## config.mk

```make
export PLATFORM = sky130hd
export DESIGN_NAME = command_line_tokenizer_flat
export DESIGN_NICKNAME = d
export VERILOG_FILES = /design/src/design/clt_pkg.sv /design/src/design/clt_req_if.sv /design/src/design/clt_rsp_if.sv /design/src/design/clt_req_stage.sv /design/src/design/clt_scan.sv /design/src/design/clt_rsp_queue.sv /design/src/design/command_line_tokenizer.sv /design/src/flat_wrapper.sv
export VERILOG_INCLUDE_DIRS = /design/src /design/src/design
export SDC_FILE = /design/constraint.sdc
export NUM_CORES = 1
export LEC_CHECK = 0
export BUFFER_PORTS_ARGS = -buffer_cell sky130_fd_sc_hd__buf_2
export CORE_ASPECT_RATIO = 1.4
export CORE_MARGIN = 2
export CORE_UTILIZATION = 30
export DETAILED_ROUTE_END_ITERATION = 16
export PLACE_DENSITY_LB_ADDON = 0.2
export SLEW_MARGIN = 20
export SYNTH_ARGS = -nofsm -noshare
export SYNTH_HDL_FRONTEND = slang
export SYNTH_SLANG_ARGS = --single-unit
```

## constraint.sdc

```tcl
create_clock -name clock -period 11 [get_ports clock]
set_input_delay 0.55 -clock clock [delete_from_list [all_inputs] [get_ports clock]]
set_output_delay 0.55 -clock clock [all_outputs]
set_load 0.01 [all_outputs]
```

## src/design/command_line_tokenizer_assert.svh

```systemverilog
// ----------------------------------------------------------------------------
// Assertion macros for the command line tokenizer.
// Each macro is one labeled concurrent assertion that is clocked on the rising
// edge and is disabled during reset.
// ----------------------------------------------------------------------------
`ifndef COMMAND_LINE_TOKENIZER_ASSERT_SVH
`define COMMAND_LINE_TOKENIZER_ASSERT_SVH

// The consequent must hold in the same cycle as the antecedent.
`define CLT_ASSERT_SAME(label, clk, rst, ante, cons, msg) \
   label: assert property (@(posedge clk) disable iff (rst) (ante) |-> (cons)) \
      else $error(msg);

// The consequent must hold in the cycle after the antecedent.
`define CLT_ASSERT_NEXT(label, clk, rst, ante, cons, msg) \
   label: assert property (@(posedge clk) disable iff (rst) (ante) |=> (cons)) \
      else $error(msg);

`endif

```

## src/design/clt_pkg.sv

```systemverilog
// ----------------------------------------------------------------------------
// clt_pkg
// Types, constants and helper functions shared by the command line tokenizer.
// ----------------------------------------------------------------------------
package clt_pkg;

   localparam int LINE_MAX_DEFAULT = 64;

   localparam logic [7:0] CH_PIPE  = 8'h7C;
   localparam logic [7:0] CH_SPACE = 8'h20;
   localparam logic [6:0] SLOT_MAX = 7'd127;

   typedef enum logic [1:0] {
      KIND_ARG  = 2'd0,
      KIND_PIPE = 2'd1,
      KIND_END  = 2'd2
   } entry_kind_type;

   typedef struct packed {
      logic [7:0] ch;
      logic       is_final;
   } req_item_type;

   typedef struct packed {
      entry_kind_type entry_kind;
      logic [5:0]     position;
      logic [6:0]     slot;
      logic           run_end;
   } rsp_entry_type;

   // Entries produced by one character, first entry in e0.
   typedef struct packed {
      logic [1:0]    count;
      logic          line_done;
      rsp_entry_type e0;
      rsp_entry_type e1;
   } scan_result_type;

   typedef struct packed {
      logic line_start;
   } scan_status_type;

   typedef struct packed {
      logic [1:0] count;
      logic       load_ok;
   } queue_status_type;

   function automatic logic [6:0] slot_inc(input logic [6:0] s);
      return (s == SLOT_MAX) ? s : s + 7'd1;
   endfunction

endpackage

```

## src/design/clt_req_if.sv

```systemverilog
// ----------------------------------------------------------------------------
// clt_req_if
// Character channel: one byte of the command line and a final flag.
// ----------------------------------------------------------------------------
interface clt_req_if;
   logic       valid;
   logic       ready;
   logic [7:0] ch;
   logic       is_final;

   modport source(output valid, output ch, output is_final, input ready);
   modport sink(input valid, input ch, input is_final, output ready);
endinterface

```

## src/design/clt_rsp_if.sv

```systemverilog
// ----------------------------------------------------------------------------
// clt_rsp_if
// Entry channel: one argument list entry per transaction.
// ----------------------------------------------------------------------------
interface clt_rsp_if;
   logic       valid;
   logic       ready;
   logic [1:0] entry_kind;
   logic [5:0] position;
   logic [6:0] slot;
   logic       run_end;

   modport source(output valid, output entry_kind, output position, output slot,
                  output run_end, input ready);
   modport sink(input valid, input entry_kind, input position, input slot,
                input run_end, output ready);
endinterface

```

## src/design/clt_req_stage.sv

```systemverilog
// ----------------------------------------------------------------------------
// clt_req_stage
// Input register that holds one character until the scanner consumes it.
// ----------------------------------------------------------------------------
module clt_req_stage
   import clt_pkg::*;
(
   input  logic         clock,
   input  logic         reset,
   input  logic         req_valid,
   input  req_item_type req_item,
   output logic         req_ready,
   input  logic         advance,
   output logic         held_valid,
   output req_item_type held_item
);

   logic         valid_ff, valid_in;
   req_item_type item_ff, item_in;
   logic         take;

   assign req_ready = !valid_ff || advance;
   assign take      = req_valid && req_ready;

   always_comb begin
      valid_in = valid_ff;
      item_in  = item_ff;
      if (take) begin
         valid_in = 1'b1;
         item_in  = req_item;
      end else if (advance) begin
         valid_in = 1'b0;
      end
   end

   always_ff @(posedge clock) begin
      if (reset) begin
         valid_ff <= 1'b0;
      end else begin
         valid_ff <= valid_in;
      end
   end

   always_ff @(posedge clock) begin
      item_ff <= item_in;
   end

   assign held_valid = valid_ff;
   assign held_item  = item_ff;

endmodule

```

## src/design/clt_scan.sv

```systemverilog
// ----------------------------------------------------------------------------
// clt_scan
// Line state and per-character entry generation.
// ----------------------------------------------------------------------------
module clt_scan
   import clt_pkg::*;
#(
   parameter int LINE_MAX = LINE_MAX_DEFAULT
)
(
   input  logic            clock,
   input  logic            reset,
   input  logic            advance,
   input  req_item_type    item,
   output scan_result_type result,
   output scan_status_type status
);

   localparam int CP_W = $clog2(LINE_MAX);
   localparam logic [CP_W-1:0] LAST_POS = CP_W'(LINE_MAX - 1);

   logic [CP_W-1:0] pos_ff, pos_in;
   logic [6:0]      count_ff, count_in;
   logic            in_run_ff, in_run_in;
   logic            pipe_seen_ff, pipe_seen_in;

   logic          is_pipe, is_sep, at_start, fin, arg_hit, pipe_hit;
   logic [8:0]    pos9, end9;
   logic [6:0]    slot1, slot2;
   logic [1:0]    n_entries;
   rsp_entry_type first, second;

   always_comb begin
      is_pipe   = (item.ch == CH_PIPE);
      is_sep    = is_pipe || (item.ch == CH_SPACE);
      at_start  = (pos_ff == '0);
      fin       = item.is_final || (pos_ff == LAST_POS);
      arg_hit   = at_start || (!is_sep && in_run_ff);
      pipe_hit  = is_pipe && !pipe_seen_ff && !fin;
      n_entries = {1'b0, arg_hit} + {1'b0, pipe_hit} + {1'b0, fin};
      pos9      = 9'(pos_ff);
      end9      = pos9 + 9'd1;
      slot1     = slot_inc(count_ff);
      slot2     = slot_inc(slot1);

      // Entries come out in the order argument start, pipe marker, end.
      first.slot    = count_ff;
      first.run_end = (n_entries == 2'd1);
      if (arg_hit) begin
         first.entry_kind = KIND_ARG;
         first.position   = pos9[5:0];
      end else if (pipe_hit) begin
         first.entry_kind = KIND_PIPE;
         first.position   = pos9[5:0];
      end else begin
         first.entry_kind = KIND_END;
         first.position   = end9[5:0];
      end

      second.slot    = slot1;
      second.run_end = 1'b1;
      if (arg_hit && pipe_hit) begin
         second.entry_kind = KIND_PIPE;
         second.position   = pos9[5:0];
      end else begin
         second.entry_kind = KIND_END;
         second.position   = end9[5:0];
      end

      result.count     = n_entries;
      result.line_done = fin;
      result.e0        = first;
      result.e1        = second;
      status.line_start = at_start;
   end

   always_comb begin
      pos_in       = pos_ff;
      count_in     = count_ff;
      in_run_in    = in_run_ff;
      pipe_seen_in = pipe_seen_ff;
      if (advance) begin
         if (fin) begin
            pos_in       = '0;
            count_in     = '0;
            in_run_in    = 1'b0;
            pipe_seen_in = 1'b0;
         end else begin
            pos_in       = pos_ff + CP_W'(1);
            in_run_in    = is_sep;
            pipe_seen_in = is_sep && (pipe_seen_ff || is_pipe);
            case (n_entries)
               2'd0:    count_in = count_ff;
               2'd1:    count_in = slot1;
               default: count_in = slot2;
            endcase
         end
      end
   end

   always_ff @(posedge clock) begin
      if (reset) begin
         pos_ff       <= '0;
         count_ff     <= '0;
         in_run_ff    <= 1'b0;
         pipe_seen_ff <= 1'b0;
      end else begin
         pos_ff       <= pos_in;
         count_ff     <= count_in;
         in_run_ff    <= in_run_in;
         pipe_seen_ff <= pipe_seen_in;
      end
   end

endmodule

```

## src/design/clt_rsp_queue.sv

```systemverilog
// ----------------------------------------------------------------------------
// clt_rsp_queue
// Two-entry result register that presents entries one per transaction.
// ----------------------------------------------------------------------------
module clt_rsp_queue
   import clt_pkg::*;
(
   input  logic             clock,
   input  logic             reset,
   input  logic             load,
   input  scan_result_type  result,
   input  logic             rsp_ready,
   output logic             head_valid,
   output rsp_entry_type    head,
   output queue_status_type status
);

   logic [1:0]    count_ff, count_in;
   rsp_entry_type e0_ff, e0_in;
   rsp_entry_type e1_ff, e1_in;
   logic          pop;

   assign head_valid     = (count_ff != 2'd0);
   assign head           = e0_ff;
   assign pop            = head_valid && rsp_ready;
   assign status.count   = count_ff;
   // A new group fits when the queue is empty or its last entry leaves now.
   assign status.load_ok = (count_ff == 2'd0) || ((count_ff == 2'd1) && rsp_ready);

   always_comb begin
      count_in = count_ff;
      e0_in    = e0_ff;
      e1_in    = e1_ff;
      if (load) begin
         count_in = result.count;
         e0_in    = result.e0;
         e1_in    = result.e1;
      end else if (pop) begin
         count_in = count_ff - 2'd1;
         e0_in    = e1_ff;
      end
   end

   always_ff @(posedge clock) begin
      if (reset) begin
         count_ff <= 2'd0;
      end else begin
         count_ff <= count_in;
      end
   end

   always_ff @(posedge clock) begin
      e0_ff <= e0_in;
      e1_ff <= e1_in;
   end

endmodule

```

## src/design/command_line_tokenizer.sv

```systemverilog
// ----------------------------------------------------------------------------
// command_line_tokenizer
// Streaming splitter that turns a command line, one byte per transaction,
// into argument start, pipe marker and end-of-list entries.
// ----------------------------------------------------------------------------
//
//   Channel    Direction  Payload                                  Transaction
//   req_chan   in         ch[7:0], is_final                         one character
//   rsp_chan   out        entry_kind[1:0], position[5:0],           one entry
//                         slot[6:0], run_end
//
// A character is taken in every cycle while each character yields at most one
// entry and rsp_chan does not stall; a character with two entries holds off
// the next character while its second entry leaves. Each character goes from
// the input register through the result queue to rsp_chan. Synchronous reset
// clears the line state and the valid flags of both register stages. A stall
// on rsp_chan backs up through the result queue into the input register.
//
module command_line_tokenizer
   import clt_pkg::*;
#(
   parameter int LINE_MAX = LINE_MAX_DEFAULT
)
(
   input logic        clock,
   input logic        reset,
   clt_req_if.sink    req_chan,
   clt_rsp_if.source  rsp_chan
);

   `include "command_line_tokenizer_assert.svh"

   req_item_type     req_item;
   logic             held_valid;
   req_item_type     held_item;
   logic             consume;
   logic             load;
   scan_result_type  scan_result;
   scan_status_type  scan_status;
   queue_status_type queue_status;
   logic             head_valid;
   rsp_entry_type    head;

   assign req_item.ch       = req_chan.ch;
   assign req_item.is_final = req_chan.is_final;

   // The held character is consumed when it makes no entries, or when the
   // result queue can take all the entries it makes in this cycle.
   assign consume = held_valid && ((scan_result.count == 2'd0) || queue_status.load_ok);
   assign load    = consume && (scan_result.count != 2'd0);

   clt_req_stage u_req_stage (
      .clock      (clock),
      .reset      (reset),
      .req_valid  (req_chan.valid),
      .req_item   (req_item),
      .req_ready  (req_chan.ready),
      .advance    (consume),
      .held_valid (held_valid),
      .held_item  (held_item)
   );

   // The scanner keeps the position, the entry count and the separator run
   // flags, and works out the entries of the held character combinationally.
   clt_scan #(
      .LINE_MAX (LINE_MAX)
   ) u_scan (
      .clock   (clock),
      .reset   (reset),
      .advance (consume),
      .item    (held_item),
      .result  (scan_result),
      .status  (scan_status)
   );

   // The result queue holds the one or two entries of a character and hands
   // them out in order.
   clt_rsp_queue u_rsp_queue (
      .clock      (clock),
      .reset      (reset),
      .load       (load),
      .result     (scan_result),
      .rsp_ready  (rsp_chan.ready),
      .head_valid (head_valid),
      .head       (head),
      .status     (queue_status)
   );

   assign rsp_chan.valid      = head_valid;
   assign rsp_chan.entry_kind = head.entry_kind;
   assign rsp_chan.position   = head.position;
   assign rsp_chan.slot       = head.slot;
   assign rsp_chan.run_end    = head.run_end;

   // An entry that is not the last of its character always has its partner
   // waiting behind it in the queue.
   `CLT_ASSERT_SAME(a_partner_queued, clock, reset,
      head_valid && !head.run_end, queue_status.count == 2'd2,
      "entry without run_end has no following entry queued")

   // After a transaction that is not the last of its character, the next
   // entry of the same character is on the port in the following cycle.
   `CLT_ASSERT_NEXT(a_partner_follows, clock, reset,
      rsp_chan.valid && rsp_chan.ready && !rsp_chan.run_end, rsp_chan.valid,
      "second entry of a character did not follow")

   // Consuming the last character of a line puts the scanner back at the
   // start of a new line.
   `CLT_ASSERT_NEXT(a_line_restart, clock, reset,
      consume && scan_result.line_done, scan_status.line_start,
      "scanner did not return to line start after end of line")

endmodule
```

## src/flat_wrapper.sv

```systemverilog
// flat-port wrapper written by rule: the top's interface ports become plain ports
module command_line_tokenizer_flat import clt_pkg::*;
#(
   parameter int LINE_MAX = LINE_MAX_DEFAULT
)
  (clock, reset, req_chan_valid, req_chan_ch, req_chan_is_final, req_chan_ready, rsp_chan_valid, rsp_chan_entry_kind, rsp_chan_position, rsp_chan_slot, rsp_chan_run_end, rsp_chan_ready);
  clt_req_if req_chan_i ();
  clt_rsp_if rsp_chan_i ();
  input logic clock;
  input logic reset;
  input wire logic [$bits(req_chan_i.valid)-1:0] req_chan_valid;
  input wire logic [$bits(req_chan_i.ch)-1:0] req_chan_ch;
  input wire logic [$bits(req_chan_i.is_final)-1:0] req_chan_is_final;
  output wire logic [$bits(req_chan_i.ready)-1:0] req_chan_ready;
  output wire logic [$bits(rsp_chan_i.valid)-1:0] rsp_chan_valid;
  output wire logic [$bits(rsp_chan_i.entry_kind)-1:0] rsp_chan_entry_kind;
  output wire logic [$bits(rsp_chan_i.position)-1:0] rsp_chan_position;
  output wire logic [$bits(rsp_chan_i.slot)-1:0] rsp_chan_slot;
  output wire logic [$bits(rsp_chan_i.run_end)-1:0] rsp_chan_run_end;
  input wire logic [$bits(rsp_chan_i.ready)-1:0] rsp_chan_ready;
  assign req_chan_i.valid = req_chan_valid;
  assign req_chan_i.ch = req_chan_ch;
  assign req_chan_i.is_final = req_chan_is_final;
  assign req_chan_ready = req_chan_i.ready;
  assign rsp_chan_valid = rsp_chan_i.valid;
  assign rsp_chan_entry_kind = rsp_chan_i.entry_kind;
  assign rsp_chan_position = rsp_chan_i.position;
  assign rsp_chan_slot = rsp_chan_i.slot;
  assign rsp_chan_run_end = rsp_chan_i.run_end;
  assign rsp_chan_i.ready = rsp_chan_ready;
  command_line_tokenizer #(.LINE_MAX(LINE_MAX)) u_core (.clock(clock), .reset(reset), .req_chan(req_chan_i), .rsp_chan(rsp_chan_i));
endmodule
```

==> results.toml <==
[logic_synthesis]
ys_seq_area_share_pct = 54.8
ys_ff_latch = 58
syn_area_um2 = 2850
synth_edf_count = 40
synth.distinct_cells = 51
synth_area_per_cell_um2 = 10.2
synth_top_area_share_pct = 42.2
yosys-top-cells-area = "edfxtp_1 (42%), dfxtp_1 (13%), nand2_1 (5.0%)"
async_flop_share_pct = 0
yosys_most_used_dff = "edfxtp_1"
synth_top_area_cell = "edfxtp_1"
syn_inst = 279
ys_warn_count = 0
synthesis.nets = 299

[power_and_ir_drop]
pwr-share-seq_pct = 42.3
power_frac_comb_pct = 15.8
fin_total_pwr_uw = 658
p_per_area_nw_per_um2 = 194
p_sw_share_pct = 25.6
p_switching_uw = 168
p_clk_share_pct = 41.9
p_int_uw = 490
leakage_uw = 0.00130
peakVddDrop_mv = 0.0895

[floorplan]
initial_core_util_pct = 30.4
dieWidth_um = 86.3
die_h_um = 119
die-area_um2 = 10300
core_um2 = 9350
ios = 31
rows = 42

[timing]
maxSlewHeadroom_pct = 35.1
hold_viol = 0
fin_skew_ps = 6.25
setup-tns-final_ps = 0
finalSetupViolations = 0
final.min_clock_period_ps = 4390
tightest_slew_ps = 973
rsz0062_at_grt = "no"
min_period_over_period_pct = 39.9
fmax_mhz = 228
slew_viol_final = 0

[global_route]
grt_max_degree = 28
grt_pass1_wl_um = 9670
grt_pass1_vias = 2021
gr-total-overflow = 0
grt_usage_pct = 12.2
antenna_found_initial = 0

[final_layout]
drive_gt1_share_pct = 17.0
fill_cells = 953
syn2layout_area_growth_pct = 18.8
finalInstanceArea_um2 = 3380
mostFrequentLayoutCell = "edfxtp_1"
fin_nets = 327
most-common-layout-cells = "edfxtp_1 (40), nand2_1 (38), buf_2 (30)"
diodes = 0
final_cells = 422

[routing]
drc = 0
vias = 2086
routed_via_density = 4.94
drtPass1Iterations = 4
drtAntennaViolNets = 0
wl_per_cell_um = 13.8
drt-total-wl_um = 5820
drt-initial-drc-count = 155

[setup_path]
cp_cell_sequence = "ha_1, and3_1, a31o_2, or3_1, fa_1, nand2_1, nand3b_1, inv_1, nand2_1, nand2_1"
crit_family = "simple AND/OR/NAND/NOR gates"
cpPeakStageDelay_ps = 700
slowest_stage = "nand3b_1"
reg2reg_slack_ps = 6610
cp.arrival_ps = 4470
cp.required_ps = 11080
cp_num_buf_inv = 1
crit_type = "register to register"
reg2reg_depth = 10
reg2reg_to = "u_core.u_rsp_queue.head[5]$_DFFE_PP_"
start_kind = "register"
cpMostUsedCell = "nand2_1"
startpoint = "u_core.u_scan.pos_ff[0]$_SDFFE_PP0P_"
crit_path_end_kind = "register"
r2r_start = "u_core.u_scan.pos_ff[0]$_SDFFE_PP0P_"
path_max_fanout = 27

[min_path]
holdPathStages = 1
worstHoldEndpoint = "u_core.u_req_stage.held_item[3]$_DFFE_PP_"
min_from = "req_chan_ch[2]"
hp-class = "input pin to register"

[placement]
portBuffers = 30
gp_congestion = 0.828
dp.cells = 406
placed_cell_area_um2 = 3090
hpwl_um = 4290

[clocking]
post_cts_resized = 0
clock_path_buffers = 2
cts_inserted_buffers = 9
cts_root_buf = "clkbuf_16"
cts_sinks = 58
postCtsSetupRepairBufs = 0
cts_hold_buf = 0
cts_tree = "done"
htreeDepth = 3
insertion_delay_ps = 320
clk_pin_slew_ps = 50

[status]
status = "finished, final reports clean"

[job]
maxCapViolations = 0
==> metal layers <==
metal / global-route usage (%) / vias to the layer above / share of wire (%)
met1: 14.1 / 954 / 44
met4: 6.74 / 0 / 2.1
met3: 3.53 / 9 / 4.2
li1: - / 1074 / -
met2: 19.9 / 49 / 50
met5: 0 / - / 0
==> power by group through the flow <==
stage               Sequential (uW)  Combinational, uW  Clock [uW]
global route                    281                118         294
detailed placement              283                107           0
global placement                283                105           0
floorplan                       289               63.2           0
finish                          278                104         275
CTS                             279                107         283
==> worst max-delay path by stage <==
stage	end	cells past startpoint
floorplan	u_core.u_rsp_queue.count_ff[1]$_SDFFE_PP0P_	13
global placement	u_core.u_rsp_queue.head[3]$_DFFE_PP_	10
detailed placement	u_core.u_rsp_queue.head[3]$_DFFE_PP_	10
CTS	u_core.u_rsp_queue.head[7]$_DFFE_PP_	10
global route	u_core.u_rsp_queue.head[6]$_DFFE_PP_	10
finish	u_core.u_rsp_queue.head[5]$_DFFE_PP_	10
==> Yosys cell counts (2+ instances only) <==
| cell | n |
|---|---|
| a22oi_1 | 2 |
| nand4_1 | 2 |
| and3_1 | 6 |
| a31o_2 | 2 |
| nand2_1 | 38 |
| ha_1 | 6 |
| nor4_1 | 2 |
| o21a_1 | 2 |
| nand3b_1 | 5 |
| xor2_1 | 7 |
| xnor2_1 | 5 |
| o21ai_0 | 23 |
| buf_2 | 4 |
| a21oi_1 | 13 |
| a22o_1 | 3 |
| clkbuf_1 | 9 |
| dfxtp_1 | 18 |
| or3_1 | 2 |
| inv_1 | 15 |
| nor2_2 | 2 |
| nor3_1 | 5 |
| a31oi_1 | 3 |
| edfxtp_1 | 40 |
| a32o_1 | 2 |
| and4_1 | 2 |
| nand3_1 | 9 |
| o211ai_1 | 3 |
| nor2_1 | 25 |
| o31ai_1 | 2 |
==> area by class of cell <==
cell class                      count  area [um2]  area share (%)
Inverter                           15        56.3            1.66
Timing Repair Buffer               30         150            4.44
Tap cell                          110         138            4.07
Sequential cell                    58        1560            46.1
Clock buffer                       13         260            7.69
Multi-Input combinational cell    193        1180            34.9
Clock inverter                      3        38.8            1.15
==> sequential cells by signal, summed over array words and instances (netlist names) <==
signal                         flops
u_core.u_req_stage.held_item       9
u_core.u_req_stage.held_valid      1
u_core.u_rsp_queue.count_ff        2
u_core.u_rsp_queue.e1_ff          15
u_core.u_rsp_queue.head           16
u_core.u_scan.count_ff             7
u_core.u_scan.in_run_ff            1
u_core.u_scan.pipe_seen_ff         1
u_core.u_scan.pos_ff               6
==> per-stage QoR <==
stage               hold WS (ps)  worst slack (ps)  util [%]
finish                       401              6610      36.2
floorplan                    453              7190         -
global route                 386              6190      36.2
detailed placement           474              6530      33.0
CTS                          390              6530      36.2
global placement             471              6640      33.0
==> logic make-up after synthesis <==
| logic type | synth area share [%] |
|---|---|
| fa+ha+maj | 3.34 |
| flops | 54.8 |
| simple gates | 18.1 |
| xor+xnor | 3.69 |
| mux | 0.352 |
| compound gates | 15.8 |
| buf+inv | 3.87 |
Power figures use the tool's default switching activity.
